<file path="config.mk">
export PLATFORM = sky130hd
export DESIGN_NAME = xyzr_rot
export DESIGN_NICKNAME = d
export VERILOG_FILES = /design/src/rtl/core/xyzr_pkg.sv /design/src/rtl/core/xyzr_rot.sv
export SDC_FILE = /design/constraint.sdc
export NUM_CORES = 2
export LEC_CHECK = 0
export BUFFER_PORTS_ARGS = -buffer_cell sky130_fd_sc_hd__buf_2
export CORE_ASPECT_RATIO = 0.6
export CORE_MARGIN = 2
export CORE_UTILIZATION = 38
export DETAILED_ROUTE_END_ITERATION = 8
export SKIP_LAST_GASP = 1
export SYNTH_ARGS = -nofsm -noshare
export SYNTH_HDL_FRONTEND = slang
export SYNTH_SLANG_ARGS = --single-unit
</file>
<file path="constraint.sdc">
create_clock -name i_clk -period 8.7 [get_ports i_clk]
set_input_delay 0.435 -clock i_clk [delete_from_list [all_inputs] [get_ports i_clk]]
set_output_delay 0.435 -clock i_clk [all_outputs]
set_load 0.005 [all_outputs]
</file>
<file path="src/rtl/core/xyzr_pkg.sv">
package xyzr_pkg;

    // Default widths of the datapath.
    localparam int COORD_WIDTH_DEF    = 16;
    localparam int TRIG_FRAC_BITS_DEF = 14;

    // Configuration interface.
    localparam int CFG_INDEX_WIDTH = 3;
    localparam int CFG_DATA_WIDTH  = 9;
    localparam int ANGLE_WIDTH     = 9;
    localparam int NUM_AXES        = 3;

    typedef enum logic [CFG_INDEX_WIDTH-1:0] {
        REG_X_ENABLE = 3'd0,
        REG_Y_ENABLE = 3'd1,
        REG_Z_ENABLE = 3'd2,
        REG_X_ANGLE  = 3'd3,
        REG_Y_ANGLE  = 3'd4,
        REG_Z_ANGLE  = 3'd5
    } t_cfg_reg;

    // Axis slots in the per-axis arrays.
    localparam int AXIS_X = 0;
    localparam int AXIS_Y = 1;
    localparam int AXIS_Z = 2;

    // Sine table base format is Q1.30.
    localparam int          Q30_BITS = 30;
    localparam logic [63:0] PI_Q30   = 64'd3373259426;
    localparam int          SIN_TAB_LAST = 90;

    // Taylor series divisors (2k)*(2k+1) for k = 1..12.
    typedef logic [63:0] t_div_tab [1:12];
    localparam t_div_tab FACT_DIV = '{
        64'd6,   64'd20,  64'd42,  64'd72,  64'd110, 64'd156,
        64'd210, 64'd272, 64'd342, 64'd420, 64'd506, 64'd600
    };

    typedef logic [Q30_BITS:0] t_sin_tab [0:SIN_TAB_LAST];

    // Sine of r degrees (0..90) in Q1.30, from a truncating Taylor series.
    function automatic logic [Q30_BITS:0] sin_q30(input int unsigned r);
        logic [63:0] x;
        logic [63:0] term;
        longint      sum;
        logic        done;
        x    = (64'(r) * PI_Q30 + 64'd90) / 64'd180;
        term = x;
        sum  = longint'(x);
        done = 1'b0;
        for (int k = 1; k <= 12; k++) begin
            if (!done) begin
                term = ((term * x) >> Q30_BITS) * x >> Q30_BITS;
                term = term / FACT_DIV[k];
                if (term == 64'd0) begin
                    done = 1'b1;
                end else if ((k % 2) == 1) begin
                    sum = sum - longint'(term);
                end else begin
                    sum = sum + longint'(term);
                end
            end
        end
        if (sum < 0) begin
            sum = 0;
        end
        if (sum > (longint'(1) << Q30_BITS)) begin
            sum = longint'(1) << Q30_BITS;
        end
        return (Q30_BITS + 1)'(sum);
    endfunction

    function automatic t_sin_tab build_sin_tab();
        t_sin_tab tab;
        for (int d = 0; d <= SIN_TAB_LAST; d++) begin
            tab[d] = sin_q30(d);
        end
        return tab;
    endfunction

    localparam t_sin_tab SIN_Q30_TAB = build_sin_tab();

endpackage

</file>
<file path="src/rtl/core/xyzr_rot.sv">
module xyzr_rot
    import xyzr_pkg::*;
#(
    parameter int COORD_WIDTH    = COORD_WIDTH_DEF,
    parameter int TRIG_FRAC_BITS = TRIG_FRAC_BITS_DEF,
    localparam int CW = COORD_WIDTH,
    localparam int TW = TRIG_FRAC_BITS + 2
) (
    input  logic                 i_clk,
    input  logic                 i_rst_n,
    input  logic                 i_valid,
    output logic                 o_ready,
    input  logic signed [CW-1:0] i_u,
    input  logic signed [CW-1:0] i_v,
    input  logic signed [CW-1:0] i_w,
    input  logic                 i_en,
    input  logic signed [TW-1:0] i_sin,
    input  logic signed [TW-1:0] i_cos,
    output logic                 o_valid,
    input  logic                 i_ready,
    output logic signed [CW-1:0] o_u,
    output logic signed [CW-1:0] o_v,
    output logic signed [CW-1:0] o_w
);

    // u' = u*c - v*s and v' = u*s + v*c; w passes through.
    localparam int PW = CW + TW;
    localparam int AW = PW + 1;
    localparam logic signed [AW-1:0] HALF   = AW'(1) <<< (TRIG_FRAC_BITS - 1);
    localparam logic signed [AW-1:0] SATMAX = AW'((64'd1 << (CW - 1)) - 64'd1);
    localparam logic signed [AW-1:0] SATMIN = -SATMAX - AW'(1);

    logic                 r1_vld;
    logic signed [PW-1:0] r1_uc, r1_vs, r1_us, r1_vc;
    logic signed [CW-1:0] r1_u, r1_v, r1_w;
    logic                 r2_vld;
    logic signed [CW-1:0] r2_u, r2_v, r2_w;
    logic                 w_rdy1, w_rdy2;
    logic signed [AW-1:0] n_a, n_b;

    function automatic logic signed [CW-1:0] sat(input logic signed [AW-1:0] v);
        logic signed [AW-1:0] t;
        t = v >>> TRIG_FRAC_BITS;
        if (t > SATMAX) begin
            return SATMAX[CW-1:0];
        end else if (t < SATMIN) begin
            return SATMIN[CW-1:0];
        end
        return t[CW-1:0];
    endfunction

    assign w_rdy2  = !r2_vld || i_ready;
    assign w_rdy1  = !r1_vld || w_rdy2;
    assign o_ready = w_rdy1;

    always_comb begin
        n_a = AW'(r1_uc) - AW'(r1_vs) + HALF;
        n_b = AW'(r1_us) + AW'(r1_vc) + HALF;
    end

    always_ff @(posedge i_clk) begin
        if (!i_rst_n) begin
            r1_vld <= 1'b0;
            r2_vld <= 1'b0;
        end else begin
            if (w_rdy1) begin
                r1_vld <= i_valid;
            end
            if (w_rdy2) begin
                r2_vld <= r1_vld;
            end
        end
    end

    always_ff @(posedge i_clk) begin
        if (w_rdy1 && i_valid) begin
            r1_uc <= PW'(i_u) * PW'(i_cos);
            r1_vs <= PW'(i_v) * PW'(i_sin);
            r1_us <= PW'(i_u) * PW'(i_sin);
            r1_vc <= PW'(i_v) * PW'(i_cos);
            r1_u  <= i_u;
            r1_v  <= i_v;
            r1_w  <= i_w;
        end
        if (w_rdy2 && r1_vld) begin
            r2_u <= i_en ? sat(n_a) : r1_u;
            r2_v <= i_en ? sat(n_b) : r1_v;
            r2_w <= r1_w;
        end
    end

    assign o_valid = r2_vld;
    assign o_u     = r2_u;
    assign o_v     = r2_v;
    assign o_w     = r2_w;

endmodule

</file>
## Word-level counts from Yosys, hierarchy flattened

Cells that the tools add are included.

- Add/subtract/negate cells: 4
- $mul: 4
- Order comparisons: 4
- Muxes and demuxes: 14
- Reduce and logical (&&, ||, !) cells: 6

Operators with widths:

| cell | count |
|---|---|
| multiplier 16 x 16 -> 32 bit | 4 |
| two-way mux 16 bit | 8 |
| adder 33 x 15 -> 33 bit, second input constant | 2 |
| > comparator 19 x 16 -> 1 bit, second input constant | 2 |
| less-than comparator 19 x 16 -> 1 bit, second input constant | 2 |
| adder 32 x 32 -> 33 bit | 1 |
| subtractor 32 x 32 -> 33 bit | 1 |
| two-way mux 1 bit | 6 |
| logical AND 1 bit | 2 |
| logical NOT 1 bit | 2 |
| logical OR 1 bit | 2 |

- Bits in registers: 226
- Word-level logic and storage cells: 44

## Longest topological paths before layout

- Depth after elaboration: 8
- Depth in mapped cells: 26
- Mapped depth without buffers: 24

## Worst setup path before layout

Ideal clock, no wire load.

- Path kind: input-to-reg
- From: input i_u[15]
- To: register r1_uc[30] (data pin)
- Setup time: 0.258 ns
- Arrival: 6.428 ns
- Required time: 8.442 ns
- Slack: 2.015 ns
- Stages on the path: 23
- Buffers on the path: 1
- Cells stage by stage: clkbuf_1 > nand2_1 > inv_1 > fa_1 > fa_1 > fa_1 > fa_1 > fa_1 > inv_1 > fa_1 > inv_1 > ha_1 > a21o_1 > a21o_1 > a21o_1 > a21o_1 > a21o_1 > a221o_1 > or3_1 > o21bai_1 > a31o_2 > a21oi_1 > xnor2_1

- Cells in the longest elaborated chain, start to end: 1

Ends and longest elaborated chain:

| what | RTL line | text |
|---|---|---|
| start, declared | xyzr_rot.sv:13 | `input logic signed [CW-1:0] i_u,` |
| multiplier 16 x 16 -> 32 bit | xyzr_rot.sv:77 | `r1_uc <= PW'(i_u) * PW'(i_cos);` |
| end signal, assigned | xyzr_rot.sv:77 |  |
| end, declared | xyzr_rot.sv:34 | `logic signed [PW-1:0] r1_uc, r1_vs, r1_us, r1_vc;` |

Every way passes these cells.
A chain may end at the register's enable or synchronous reset.

## Worst setup path in the final report

- From: input i_u[9]
- To: register r1_us[28] (data pin)

- Cells in the longest elaborated chain, start to end: 1

Ends and longest elaborated chain:

| what | RTL line | text |
|---|---|---|
| multiplier 16 x 16 -> 32 bit | xyzr_rot.sv:79 | `r1_us <= PW'(i_u) * PW'(i_sin);` |
| end signal, assigned | xyzr_rot.sv:79 |  |
| end, declared | xyzr_rot.sv:34 |  |

Every way passes these cells.

==> results.py <==
metrics = {
    "status": {
        "status": "finished clean",
    },
    "finish": {
        "layout_common_cells": "inv_1 (1,221), fa_1 (1,048), nand2_1 (519)",
        "nets": 6649,
        "drive_above_1_share_pct": 4.737,
        "area_delta_synth_final_pct": 7.094,
        "final_common_cell": "inv_1",
        "multi_input_area_mm2": 0.03746,
        "seq_area_mm2": 0.006766,
        "num-fill-cells": 12630,
        "fin_cells": 6809,
    },
    "global_route": {
        "grt_pass1_wl_mm": 216.0,
        "grt_usage_pct": 21.04,
        "grt_overflow_total": 0,
        "grt_pass1_vias": 36770,
        "grt_max_degree": 130,
        "antenna_found_initial": 26,
    },
    "placement": {
        "port_buffers": 134,
        "gp_congestion": 0.8927,
        "dp_cells": 6735,
        "dp_hpwl_mm": 109.0,
    },
    "route": {
        "dr.pass1.iters": 5,
        "wirelength_mm": 137.8,
        "drc": 0,
        "wire_per_inst_um": 20.24,
        "via_per_inst": 4.951,
        "dr.first_iter.drc_count": 2585,
        "ant_nets": 0,
        "num_vias": 33710,
    },
    "setup_path": {
        "worstPathRequired_ns": 9.07,
        "arrival_ns": 7.33,
        "path_max_fanout": 33,
        "critPathKind": "input port to flip-flop",
        "startpoint_type": "input port",
        "cp-end-kind": "flip-flop",
    },
    "flow_run": {
        "drv_cap": 0,
    },
    "yosys": {
        "ys_warn_count": 0,
        "syn_avg_cell_area_um2": 9.823,
        "syn_nets": 6632,
        "synth-main-ff-cell": "edfxtp_1",
        "netlist_area_mm2": 0.04960,
        "ys_ff_latch": 226,
        "syn_inst": 5049,
        "async_flop_share_pct": 0,
        "seq_area_frac_synth_pct": 13.64,
        "synthDistinctLibCells": 70,
        "synth_edf_count": 224,
    },
    "sta": {
        "relSlewSlack_pct": 27.32,
        "finalWorstPathRequiredPeriod_ns": 6.964,
        "fin_worst_skew_ns": 0.01442,
        "fin_crit_sh_pct": 80.05,
        "grt_setup_unrepaired": "no",
        "setup_viol": 0,
        "max_freq_mhz": 143.6,
        "hold_viol_final": 0,
        "slew_viol_final": 0,
        "tightest_slew_ns": 1.088,
        "fin_setup_tns_ns": 0,
    },
    "cts": {
        "numCtsBuffers": 29,
        "clock_latency_ns": 0.61,
        "postCtsSetupBuffers": 0,
        "clk_pin_slew_ns": 0.07,
        "numClockSinks": 226,
        "clk_path_buf_depth": 3,
        "cts_tree": "done",
        "cts-root-buf": "clkbuf_16",
        "htree_levels": 1,
    },
    "floorplan": {
        "rows": 102,
        "ios": 135,
        "die_w_um": 470.4,
        "core-area_mm2": 0.1293,
        "die_y_um": 283.8,
        "design.die.area_mm2": 0.1335,
        "start_util_pct": 38.36,
    },
    "worst_hold_path": {
        "hold_class": "input port to flip-flop",
    },
}
flip-flops by register name, indices dropped and copies added (netlist names):
name / flops
r1_w: 16
r1_vs: 32
o_valid: 1
r1_vld: 1
r1_us: 32
o_w: 16
r1_v: 16
r1_uc: 32
o_v: 16
o_u: 16
r1_vc: 32
r1_u: 16
cell usage after synthesis (all sizes together) (13+ instances only):
cell type  number  share of area [%]
clkbuf        199                1.5
xnor2         139                2.5
nand4          14               0.18
o21bai         22               0.33
a21oi         128                1.3
or3            13               0.17
xor2           35               0.62
fa           1048                 42
and2          505                6.4
o21a           25               0.38
nand2         519                3.9
edfxtp        224                 14
nand3          21               0.21
inv          1221                9.2
ha            450                 11
nor3           23               0.23
a211oi         14               0.21
nand2b         29               0.37
a221o          17               0.34
o21ai          51               0.52
nor2b          22               0.28
and3           24               0.30
a21o           69                1.0
nor2          135                1.0
worst max-delay path: stages:
cell and delay (ns):
buf_2 0.76, nand2_1 0.21, fa_1 0.55, fa_1 0.47, fa_1 0.52, fa_1 0.54, inv_1 0.05, fa_1 0.50
fa_1 0.42, ha_1 0.35, a21o_1 0.18, a21o_1 0.19, a2111oi_0 0.41, o21ai_1 0.22, nand3_1 0.16, nand4_1 0.14
and3_1 0.18, a2111oi_1 0.63, o21bai_1 0.11, a21oi_1 0.22, xnor2_1 0.09
layer usage:
layer	share of wire (%)	GRT usage, %
met5	0.041	0
met4	1.3	3.016
met3	12	7.365
met2	40	30.04
met1	46	31.13
area by class of cell:
type                       count  share of cell area, %
sequential                   226                  12.74
clock inverter                21                 0.4759
clock buffer                  32                  1.388
inverter                    1223                  8.643
timing repair buffer         190                  2.153
multi-input combinational   3396                  70.53
antenna                        5                0.02356
tap                         1716                  4.042
logic make-up after synthesis:
family / synth area share [%]
muxes: 0.04037
and+or+nand+nor: 13.35
buffers and inverters: 10.84
DFF: 13.64
xor gates and xnor gates: 3.073
AOI/OAI and AO/OA: 5.404
adders and majority gates: 53.66
stage by stage:
step           worst slack [ns]  hold WS [ns]  instance area, µm²  util [%]
2_1_floorplan             2.015        0.4003               49600         -
3_3_place_gp              1.254        0.4017               51950     40.18
3_5_place_dp              1.064        0.4057               51950     40.18
4_1_cts                   1.702       0.01248               53100     41.07
5_1_grt                   1.269       0.02511               53110     41.08
6_report                  1.736       0.04802               53110     41.08
final timing paths:
kind,end,start,slack [ns],depth (start not counted)
max reg2reg,o_u[14]$_DFFE_PP_,r1_uc[8]$_DFFE_PP_,3.98,13
min reg2reg,o_w[1]$_DFFE_PP_,r1_w[1]$_DFFE_PP_,0.42,0
min,o_valid$_SDFFE_PN0P_,i_rst_n,0.05,2
max,r1_us[28]$_DFFE_PP_,i_u[9],1.74,21
timing repair:
action                    in CTS  in global routing
resized for setup              0                  0
hold buffers                  16                  0
hold endpoints to repair      16                  0
Power is not shown: default switching activity piles up to over one toggle a cycle in this logic, so the estimate is an artifact.
