<file path="src/rtl/core/xyzr_pkg.sv">
package xyzr_pkg;

    // Default widths of the datapath.
    localparam int COORD_WIDTH_DEF    = 16;
    localparam int TRIG_FRAC_BITS_DEF = 14;

    // Configuration interface.
    localparam int CFG_INDEX_WIDTH = 3;
    localparam int CFG_DATA_WIDTH  = 9;
    localparam int ANGLE_WIDTH     = 9;
    localparam int NUM_AXES        = 3;

    typedef enum logic [CFG_INDEX_WIDTH-1:0] {
        REG_X_ENABLE = 3'd0,
        REG_Y_ENABLE = 3'd1,
        REG_Z_ENABLE = 3'd2,
        REG_X_ANGLE  = 3'd3,
        REG_Y_ANGLE  = 3'd4,
        REG_Z_ANGLE  = 3'd5
    } t_cfg_reg;

    // Axis slots in the per-axis arrays.
    localparam int AXIS_X = 0;
    localparam int AXIS_Y = 1;
    localparam int AXIS_Z = 2;

    // Sine table base format is Q1.30.
    localparam int          Q30_BITS = 30;
    localparam logic [63:0] PI_Q30   = 64'd3373259426;
    localparam int          SIN_TAB_LAST = 90;

    // Taylor series divisors (2k)*(2k+1) for k = 1..12.
    typedef logic [63:0] t_div_tab [1:12];
    localparam t_div_tab FACT_DIV = '{
        64'd6,   64'd20,  64'd42,  64'd72,  64'd110, 64'd156,
        64'd210, 64'd272, 64'd342, 64'd420, 64'd506, 64'd600
    };

    typedef logic [Q30_BITS:0] t_sin_tab [0:SIN_TAB_LAST];

    // Sine of r degrees (0..90) in Q1.30, from a truncating Taylor series.
    function automatic logic [Q30_BITS:0] sin_q30(input int unsigned r);
        logic [63:0] x;
        logic [63:0] term;
        longint      sum;
        logic        done;
        x    = (64'(r) * PI_Q30 + 64'd90) / 64'd180;
        term = x;
        sum  = longint'(x);
        done = 1'b0;
        for (int k = 1; k <= 12; k++) begin
            if (!done) begin
                term = ((term * x) >> Q30_BITS) * x >> Q30_BITS;
                term = term / FACT_DIV[k];
                if (term == 64'd0) begin
                    done = 1'b1;
                end else if ((k % 2) == 1) begin
                    sum = sum - longint'(term);
                end else begin
                    sum = sum + longint'(term);
                end
            end
        end
        if (sum < 0) begin
            sum = 0;
        end
        if (sum > (longint'(1) << Q30_BITS)) begin
            sum = longint'(1) << Q30_BITS;
        end
        return (Q30_BITS + 1)'(sum);
    endfunction

    function automatic t_sin_tab build_sin_tab();
        t_sin_tab tab;
        for (int d = 0; d <= SIN_TAB_LAST; d++) begin
            tab[d] = sin_q30(d);
        end
        return tab;
    endfunction

    localparam t_sin_tab SIN_Q30_TAB = build_sin_tab();

endpackage

</file>
<file path="src/rtl/core/xyzr_cfg.sv">
module xyzr_cfg
    import xyzr_pkg::*;
#(
    parameter int TRIG_FRAC_BITS = TRIG_FRAC_BITS_DEF,
    localparam int TW = TRIG_FRAC_BITS + 2
) (
    input  logic                                i_clk,
    input  logic                                i_rst_n,
    input  logic                                i_cfg_valid,
    output logic                                o_cfg_ready,
    input  logic [CFG_INDEX_WIDTH-1:0]          i_cfg_index,
    input  logic [CFG_DATA_WIDTH-1:0]           i_cfg_data,
    output logic [NUM_AXES-1:0]                 o_en,
    output logic [NUM_AXES-1:0][TW-1:0]         o_sin,
    output logic [NUM_AXES-1:0][TW-1:0]         o_cos
);

    localparam int SH = Q30_BITS - TRIG_FRAC_BITS;
    localparam logic [Q30_BITS+1:0] HALF = (SH > 0) ? ((Q30_BITS + 2)'(1) << (SH - 1)) : '0;
    localparam logic [TW-1:0] ONE = TW'(1) << TRIG_FRAC_BITS;

    logic [NUM_AXES-1:0]         r_en;
    logic [NUM_AXES-1:0][TW-1:0] r_sin;
    logic [NUM_AXES-1:0][TW-1:0] r_cos;

    logic [ANGLE_WIDTH-1:0] n_deg;
    logic [6:0]             n_rem;
    logic [1:0]             n_quad;
    logic [Q30_BITS:0]      n_s30;
    logic [Q30_BITS:0]      n_c30;
    logic [TW-1:0]          n_smag;
    logic [TW-1:0]          n_cmag;
    logic [TW-1:0]          n_sin;
    logic [TW-1:0]          n_cos;

    // Rounds a Q1.30 magnitude half up to the trig format.
    function automatic logic [TW-1:0] round_trig(input logic [Q30_BITS:0] q30);
        logic [Q30_BITS+1:0] t;
        t = ((Q30_BITS + 2)'(q30) + HALF) >> SH;
        return t[TW-1:0];
    endfunction

    // One trig lookup serves whichever angle register is being written.
    always_comb begin
        n_deg = (i_cfg_data >= ANGLE_WIDTH'(360)) ? (i_cfg_data - ANGLE_WIDTH'(360))
                                                    : i_cfg_data;
        if (n_deg < ANGLE_WIDTH'(90)) begin
            n_quad = 2'd0;
            n_rem  = n_deg[6:0];
        end else if (n_deg < ANGLE_WIDTH'(180)) begin
            n_quad = 2'd1;
            n_rem  = 7'(n_deg - ANGLE_WIDTH'(90));
        end else if (n_deg < ANGLE_WIDTH'(270)) begin
            n_quad = 2'd2;
            n_rem  = 7'(n_deg - ANGLE_WIDTH'(180));
        end else begin
            n_quad = 2'd3;
            n_rem  = 7'(n_deg - ANGLE_WIDTH'(270));
        end
        n_s30  = SIN_Q30_TAB[n_rem];
        n_c30  = SIN_Q30_TAB[7'(SIN_TAB_LAST) - n_rem];
        n_smag = round_trig(n_s30);
        n_cmag = round_trig(n_c30);
        unique case (n_quad)
            2'd0: begin
                n_sin = n_smag;
                n_cos = n_cmag;
            end
            2'd1: begin
                n_sin = n_cmag;
                n_cos = -n_smag;
            end
            2'd2: begin
                n_sin = -n_smag;
                n_cos = -n_cmag;
            end
            default: begin
                n_sin = -n_cmag;
                n_cos = n_smag;
            end
        endcase
    end

    always_ff @(posedge i_clk) begin
        if (!i_rst_n) begin
            r_en <= '0;
            for (int a = 0; a < NUM_AXES; a++) begin
                r_sin[a] <= '0;
                r_cos[a] <= ONE;
            end
        end else if (i_cfg_valid) begin
            unique case (i_cfg_index)
                REG_X_ENABLE: r_en[AXIS_X] <= i_cfg_data[0];
                REG_Y_ENABLE: r_en[AXIS_Y] <= i_cfg_data[0];
                REG_Z_ENABLE: r_en[AXIS_Z] <= i_cfg_data[0];
                REG_X_ANGLE: begin
                    r_sin[AXIS_X] <= n_sin;
                    r_cos[AXIS_X] <= n_cos;
                end
                REG_Y_ANGLE: begin
                    r_sin[AXIS_Y] <= n_sin;
                    r_cos[AXIS_Y] <= n_cos;
                end
                REG_Z_ANGLE: begin
                    r_sin[AXIS_Z] <= n_sin;
                    r_cos[AXIS_Z] <= n_cos;
                end
                default: begin
                end
            endcase
        end
    end

    assign o_cfg_ready = 1'b1;
    assign o_en        = r_en;
    assign o_sin       = r_sin;
    assign o_cos       = r_cos;

endmodule

</file>
<file path="config.mk">
export PLATFORM = sky130hd
export DESIGN_NAME = xyzr_cfg
export DESIGN_NICKNAME = d
export VERILOG_FILES = /design/src/rtl/core/xyzr_pkg.sv /design/src/rtl/core/xyzr_cfg.sv
export SDC_FILE = /design/constraint.sdc
export NUM_CORES = 1
export LEC_CHECK = 0
export BUFFER_PORTS_ARGS = -buffer_cell sky130_fd_sc_hd__buf_4
export CORE_MARGIN = 2
export CORE_UTILIZATION = 51
export CTS_BUF_LIST = sky130_fd_sc_hd__clkbuf_4 sky130_fd_sc_hd__clkbuf_8
export DETAILED_ROUTE_END_ITERATION = 7
export GPL_TIMING_DRIVEN = 0
export PLACE_DENSITY = 0.71
export SLEW_MARGIN = 20
export SYNTH_ARGS = -nofsm -noshare
export SYNTH_HDL_FRONTEND = slang
export SYNTH_SLANG_ARGS = --single-unit
</file>
<file path="constraint.sdc">
create_clock -name i_clk -period 11.5 [get_ports i_clk]
set_input_delay 2.875 -clock i_clk [delete_from_list [all_inputs] [get_ports i_clk]]
set_output_delay 2.875 -clock i_clk [all_outputs]
set_load 0.005 [all_outputs]
</file>
# Word-level counts from Yosys, hierarchy flattened
# Memory sizes are Yosys's and may differ from the RTL's.
# Index checks and enable logic that the tools add are counted.
[word_totals]
ff_bits = 99
mem_bits_ro = 7936
in_bits = 15
out_inout_bits = 100
elab_cells = 56
n_memories = 2
[classes]
addsub = 9
order_cmp = 6
n_eq_ne = 7
n_mux = 13
n_bitwise = 2
n_reduce_logical = 8
[memory_table]
columns = ["name", "words", "width", "read_ports", "rd_clocked_by_memory_dff", "wr", "line", "rtl"]
rows = [
  ["(no name shown)", 128, 31, 1, 0, 0, "xyzr_cfg.sv:61", "n_c30 = SIN_Q30_TAB[7'(SIN_TAB_LAST) - n_rem];"],
  ["(no name shown)", 128, 31, 1, 0, 0, "xyzr_cfg.sv:60", "n_s30 = SIN_Q30_TAB[n_rem];"],
]
[op_table]
columns = ["op", "count"]
rows = [
  ["$mux W31", 4],
  ["$pmux W16 S3", 2],
  ["$add A31 B16 Y32 const B", 2],
  ["$neg A16 Y16", 2],
  ["$mux W7", 3],
  ["$ge A8 B8 Y1 const B", 2],
  ["$not A7 Y8", 2],
  ["$reduce_and A2 Y1", 6],
  ["$ge A9 B9 Y1 const B", 1],
  ["$lt A9 B7 Y1 const B", 1],
  ["$lt A9 B8 Y1 const B", 1],
  ["$lt A9 B9 Y1 const B", 1],
  ["$mux W9", 1],
  ["$sub A9 B9 Y9 const B", 1],
  ["$sub A7 B4 Y7 const B", 1],
  ["$sub A7 B6 Y7 const B", 1],
  ["$sub A7 B7 Y7 const A", 1],
  ["$sub A7 B7 Y7 const B", 1],
  ["$eq A3 B2 Y1 const B", 2],
  ["$eq A3 B3 Y1 const B", 2],
  ["$mux W2", 2],
  ["$eq A3 B1 Y1 const B", 1],
  ["$logic_not A3 Y1", 1],
  ["$eq A2 B1 Y1 const B", 1],
  ["other kinds (3)", 3],
]

# Logic depth before layout (Yosys ltp)
[depth]
ltp_word = 14
depth_mapped = 37
mapped_depth_nobuf = 30

# Least setup slack after synthesis
# Ideal clock, no wire load.
[synth_path]
path_kind = "input-to-reg"
from = "input port i_cfg_data[3]"
to = "register r_cos, in the netlist o_cos[14]"
setup_time_ps = 74
arrival_ps = 9853
path_slack_ps = 1573
path_stages = 33
path_buffers = 4
path_cell_list = "buf_2 > inv_1 > ha_1 > nand2b_1 > o31a_1 > a31oi_1 > nor4_2 > nor2_2 > o32ai_1 > or2_1 > buf_4 > inv_2 > buf_2 > ha_1 > clkbuf_1 > clkinv_1 > nor4_2 > nor2_1 > o311a_1 > or2_2 > ha_1 > xor2_1 > inv_1 > ha_1 > inv_1 > a211oi_1 > mux2i_1 > a211oi_1 > nand4bb_1 > or3_1 > a21oi_1 > a311oi_1 > a31oi_1"
[synth_between]
elab_chain_len = 14
word_cells_on_any_way = 32
classes_between = "9 x add/sub; 4 x order compare; 2 x eq/ne; 12 x mux; 2 x bitwise; 1 x reduce/logical; 2 x memory"
[synth_lines]
columns = ["item", "line", "rtl"]
rows = [
  ["start, declared", "xyzr_cfg.sv:12", "input logic [CFG_DATA_WIDTH-1:0] i_cfg_data,"],
  ["$sub A9 B9 Y9 or $ge A9 B9 Y1 (tied branches)", "xyzr_cfg.sv:45", "n_deg = (i_cfg_data >= ANGLE_WIDTH'(360)) ? (i_cfg_data - ANGLE_WIDTH'(360))"],
  ["$mux W9 *", "xyzr_cfg.sv:45", ""],
  ["$lt A9 B9 Y1, or another cell as far along", "xyzr_cfg.sv:53", "end else if (n_deg < ANGLE_WIDTH'(270)) begin"],
  ["$mux W7", "xyzr_cfg.sv:53", ""],
  ["$mux W7", "xyzr_cfg.sv:50", "end else if (n_deg < ANGLE_WIDTH'(180)) begin"],
  ["$mux W7", "xyzr_cfg.sv:47", "if (n_deg < ANGLE_WIDTH'(90)) begin"],
  ["$sub A7 B7 Y7", "xyzr_cfg.sv:61", ""],
  ["$not A7 Y8 (not written as such)", "xyzr_cfg.sv:61", ""],
  ["$mem_v2 Z128 W31", "-", ""],
  ["$mux W31 (not written as such) (2 in series)", "xyzr_cfg.sv:61", ""],
  ["$add A31 B16 Y32", "xyzr_cfg.sv:39", "t = ((Q30_BITS + 2)'(q30) + HALF) >> SH;"],
  ["$neg A16 Y16", "xyzr_cfg.sv:75", "n_cos = -n_cmag;"],
  ["$pmux W16 S3 *", "xyzr_cfg.sv:64", "unique case (n_quad)"],
  ["end signal, assigned by index", "xyzr_cfg.sv:98", "r_cos[AXIS_X] <= n_cos;"],
  ["end signal, assigned by index", "xyzr_cfg.sv:102", "r_cos[AXIS_Y] <= n_cos;"],
  ["end signal, assigned by index", "xyzr_cfg.sv:106", "r_cos[AXIS_Z] <= n_cos;"],
  ["end, declared", "xyzr_cfg.sv:24", "logic [NUM_AXES-1:0][TW-1:0] r_cos;"],
]
# Every way passes the cells marked *; elsewhere a longest branch is shown, timed or not. The select of a mux whose other input is x is not followed.
# A chain may end at the register's enable or synchronous reset.

# Worst setup path after layout
[layout_path]
from = "input port i_cfg_data[3]"
to = "register r_sin, in the netlist o_sin[44]"
[layout_between]
elab_chain_len = 14
word_cells_on_any_way = 32
classes_between = "9 x add/sub; 4 x order compare; 2 x eq/ne; 12 x mux; 2 x bitwise; 1 x reduce/logical; 2 x memory"
[layout_lines]
columns = ["item", "line", "rtl"]
rows = [
  ["$sub A9 B9 Y9 or $ge A9 B9 Y1 (tied branches)", "xyzr_cfg.sv:45", ""],
  ["$mux W9 *", "xyzr_cfg.sv:45", ""],
  ["$lt A9 B9 Y1, or another cell as far along", "xyzr_cfg.sv:53", ""],
  ["$mux W7", "xyzr_cfg.sv:53", ""],
  ["$mux W7", "xyzr_cfg.sv:50", ""],
  ["$mux W7", "xyzr_cfg.sv:47", ""],
  ["$sub A7 B7 Y7", "xyzr_cfg.sv:61", ""],
  ["$not A7 Y8 (not written as such)", "xyzr_cfg.sv:61", ""],
  ["$mem_v2 Z128 W31", "-", ""],
  ["$mux W31 (not written as such) (2 in series)", "xyzr_cfg.sv:61", ""],
  ["$add A31 B16 Y32", "xyzr_cfg.sv:39", ""],
  ["$neg A16 Y16", "xyzr_cfg.sv:78", "n_sin = -n_cmag;"],
  ["$pmux W16 S3 *", "xyzr_cfg.sv:64", ""],
  ["end signal, assigned by index", "xyzr_cfg.sv:97", "r_sin[AXIS_X] <= n_sin;"],
  ["end signal, assigned by index", "xyzr_cfg.sv:101", "r_sin[AXIS_Y] <= n_sin;"],
  ["end signal, assigned by index", "xyzr_cfg.sv:105", "r_sin[AXIS_Z] <= n_sin;"],
  ["end, declared", "xyzr_cfg.sv:23", "logic [NUM_AXES-1:0][TW-1:0] r_sin;"],
]
# Marks and branches as above.

==> run_results.csv <==
group,metric,value,unit
status,status,"complete, no violations",
layout,nFillCells,1970,
layout,design_area,0.0129,sq mm
route,routed_wl,54.7,mm
worst_setup_path,max_stage_delay,520,ps
grt,grt_max_degree,22,
clock_tree,clock_latency,380,ps
clock_tree,cts.path.max_buffers,2,
hold_path,hold_depth,2,
worst_setup_path,cp_common_cell,"ha_1",
yosys,synthTopCellsByArea,"dfxtp_1 18%, nor2_1 5.1%, a21oi_1 5.0%",
clock_tree,path_clk_slew,110,ps
timing,fin_crit_sh,97.9,%
floorplanning,start_util,51.7,%
yosys,synth_ff_type,"dfxtp_1",
route,via_per_inst,7.59,
worst_setup_path,r2r_slack,10680,ps
yosys,netlist_instances,1567,
timing,tightest_slew,1200,ps
grt,grt_pass1_vias,13560,
yosys,yosysTopAreaCellShare,17.6,%
layout,drive_gt1_share,18.4,%
worst_setup_path,crit_slowest_cell,"a221o_1",
yosys,ys_seq_area_share,17.6,%
worst_setup_path,timing.rr.end,"o_cos[2]",
placement,place_ws,-890,ps
layout,register_area,0.00198,sq mm
worst_setup_path,crit_fanout,20,
timing,fmax,88.8,MHz
grt,grt_overflow,0,
grt,grtUsageMet3,13.8,%
timing,hold_viol,0,
floorplanning,std_cell_rows,54,
floorplanning,die-area,0.0233,sq mm
yosys,syn_avg_cell_area,7.18,sq um
grt,antenna_found_initial,0,
worst_setup_path,cp-start-kind,"input pin",
floorplanning,core-area,0.0218,sq mm
layout,utilization,59.2,%
yosys,synth_edf_count,0,
clock_tree,cts_tree,"done",
clock_tree,ctsHtreeMaxLevel,3,
yosys,syn_nets,1608,
floorplanning,die_w,153,microns
timing,fin_skew,0,ps
placement,hpwl,40.9,mm
layout,areaGrowthSynthToFinish,14.5,%
worst_setup_path,crit_arrival,11520,ps
power_and_ir_drop,p_per_area,218,mW/mm^2
worst_setup_path,r2r-start,"o_cos[2]",
route,drc,0,
layout,multi_input_area,0.00867,sq mm
run,cap_viol_max_count,0,
yosys,synth_cell_types,126,
route,first_pass_iters,7,
placement,io_buffers,111,
clock_tree,cts_buffers,9,
floorplanning,die_h,153,microns
route,drt_iter0_drc,2812,
timing,maxSlewViolCount,0,
worst_setup_path,worstPathRequired,11760,ps
yosys,async_flop_share,0,%
hold_path,holdPathEnd,"o_sin[14]",
grt,top_usage_layer,"met2",
clock_tree,root_buffer,"clkbuf_8",
route,ant_nets,0,
yosys,ys_ff_latch,99,
worst_setup_path,reg2reg_depth,2,
yosys,syn_area,0.0113,sq mm
clock_tree,clock_sinks,99,
timing,period_minus_slack,11260,ps
yosys,yosysTopAreaCell,"dfxtp_1",
power_and_ir_drop,ir_drop,0.107,mV
floorplanning,ios,115,
timing,layout_setup_ws,237,ps
grt,use_met2,65.6,%
grt,grtUsageTotal,44.1,%
clock_tree,cts_hold_buf,0,
placement,post_dp_cell_area,0.0124,sq mm
power_and_ir_drop,leakage,4.68,nW
route,vias,14999,
layout,layout.nets,1731,
worst_setup_path,crit_path_end_kind,"flop",
worst_setup_path,crit_start,"i_cfg_data[3]",
grt,grt_use_met1,58.3,%
yosys,synth_warnings,0,
grt,grt_pass1_wl,81.5,mm
worst_setup_path,worstSetupPathType,"input pin to flop",
route,routedWlPerCell,27.7,microns
hold_path,min-delay-start,"o_sin[14]",
placement,place.gp.congestion,1.13,
layout,n_antenna_cell,0,
timing,slew_headroom,20.0,%
hold_path,min-delay-path-class,"flop to flop",
timing,finalSetupViolCount,0,
[cell usage after synthesis (all sizes together), types with 10 or more instances]
library cell,count
a2111oi,11
a211o,10
a211oi,67
a21oi,114
a221oi,16
a22oi,10
a311oi,15
a31oi,37
and2,11
and4,10
buf,69
clkbuf,76
dfxtp,99
ha,26
inv,32
mux2i,27
nand2,147
nand3,63
nand4,21
nor2,155
nor3,51
nor4,20
o211ai,26
o21ai,120
o221ai,23
o22ai,35
o311ai,11
o31ai,23
o32ai,12
or2,15
or3,14
xnor2,35
xor2,14
[worst max path at each step]
| stage | endpoint | slack, ps | cells past startpoint |
|---|---|---|---|
| after floorplan | o_cos[14] | 1570 | 33 |
| after global routing | o_sin[12] | -20 | 32 |
| after detailed placement | o_cos[23] | -890 | 31 |
| after CTS | o_sin[44] | 80 | 35 |
| final | o_sin[44] | 240 | 32 |
| after global placement | o_cos[39] | -920 | 31 |
[flip-flops by register name, summed over array words and instances, names as in the netlist]
signal  count
o_en        3
o_cos      48
o_sin      48
[through the flow]
stage               cells  TNS [ps]  power (W)  hold slack (ps)
floorplan            1567         0    0.00178              463
global placement     1958    -37550    0.00238              458
detailed placement   1958    -39190    0.00238              463
CTS                  1972         0    0.00262              481
global route         1975     -61.4    0.00291              498
finish               1975         0    0.00281              481
[kinds of logic (layout without fill, tap and decap cells)]
logic type	after synthesis	count (layout)	share of synthesized area (%)
AOI/OAI and AO/OA	618	618	39.7
adders and majority gates	27	27	2.98
other	1	1	0.0333
buffers and inverters	180	308	7.01
muxes	35	35	3.30
and+or+nand+nor	558	558	25.4
DFF	99	99	17.6
xor gates and xnor gates	49	49	3.95
[layout make-up]
class | instances | share of cell area (%)
Sequential cell | 99 | 15.4
Buffer | 141 | 5.12
Tap cell | 280 | 2.72
Inverter | 35 | 1.03
Timing Repair Buffer | 116 | 6.76
Multi-Input combinational cell | 1288 | 67.3
Clock buffer | 9 | 0.962
Clock inverter | 7 | 0.709
[where the power goes]
group          total, W  leakage [nW]  switching [W]  internal, W
Combinational   0.00220          3.77        0.00150     0.000698
Clock          0.000238         0.106       0.000148    0.0000894
Sequential     0.000369         0.803     0.00000968     0.000359
[critical path, delay by kind of cell]
kind / cells / cell delay (ps)
buffers and inverters: 7 / 1290
adders and majority gates: 4 / 1180
and+or+nand+nor: 7 / 1820
xor gates and xnor gates: 3 / 770
AOI/OAI and AO/OA: 10 / 3240
muxes: 1 / 340
[per-layer routing]
metal / up-vias / share of wire, %
met3: 330 / 15
met2: 1402 / 41
met5: - / 0
met1: 6960 / 38
li1: 6307 / -
met4: 0 / 6.0
[layout by cell type, fill, tap and decap left out, types with 20 or more instances in the layout]
cell,count
xnor2_1,32
nand4_1,20
ha_1,24
a21oi_1,109
o22ai_1,32
mux2i_1,27
nand3_1,60
o221ai_1,22
o21ai_0,98
clkbuf_1,70
nand2_1,144
buf_2,46
inv_1,28
a211oi_1,62
dfxtp_1,99
a31oi_1,33
nor3_1,43
buf_4,124
o211ai_1,23
nor2_1,152
[what timing repair did]
item                                    in CTS  in global routing
resized for setup                            7                 36
buffers inserted                             0                  5
endpoints found under the setup margin      60                 69
pin swaps                                    0                  3
Power figures use the tool's default switching activity.
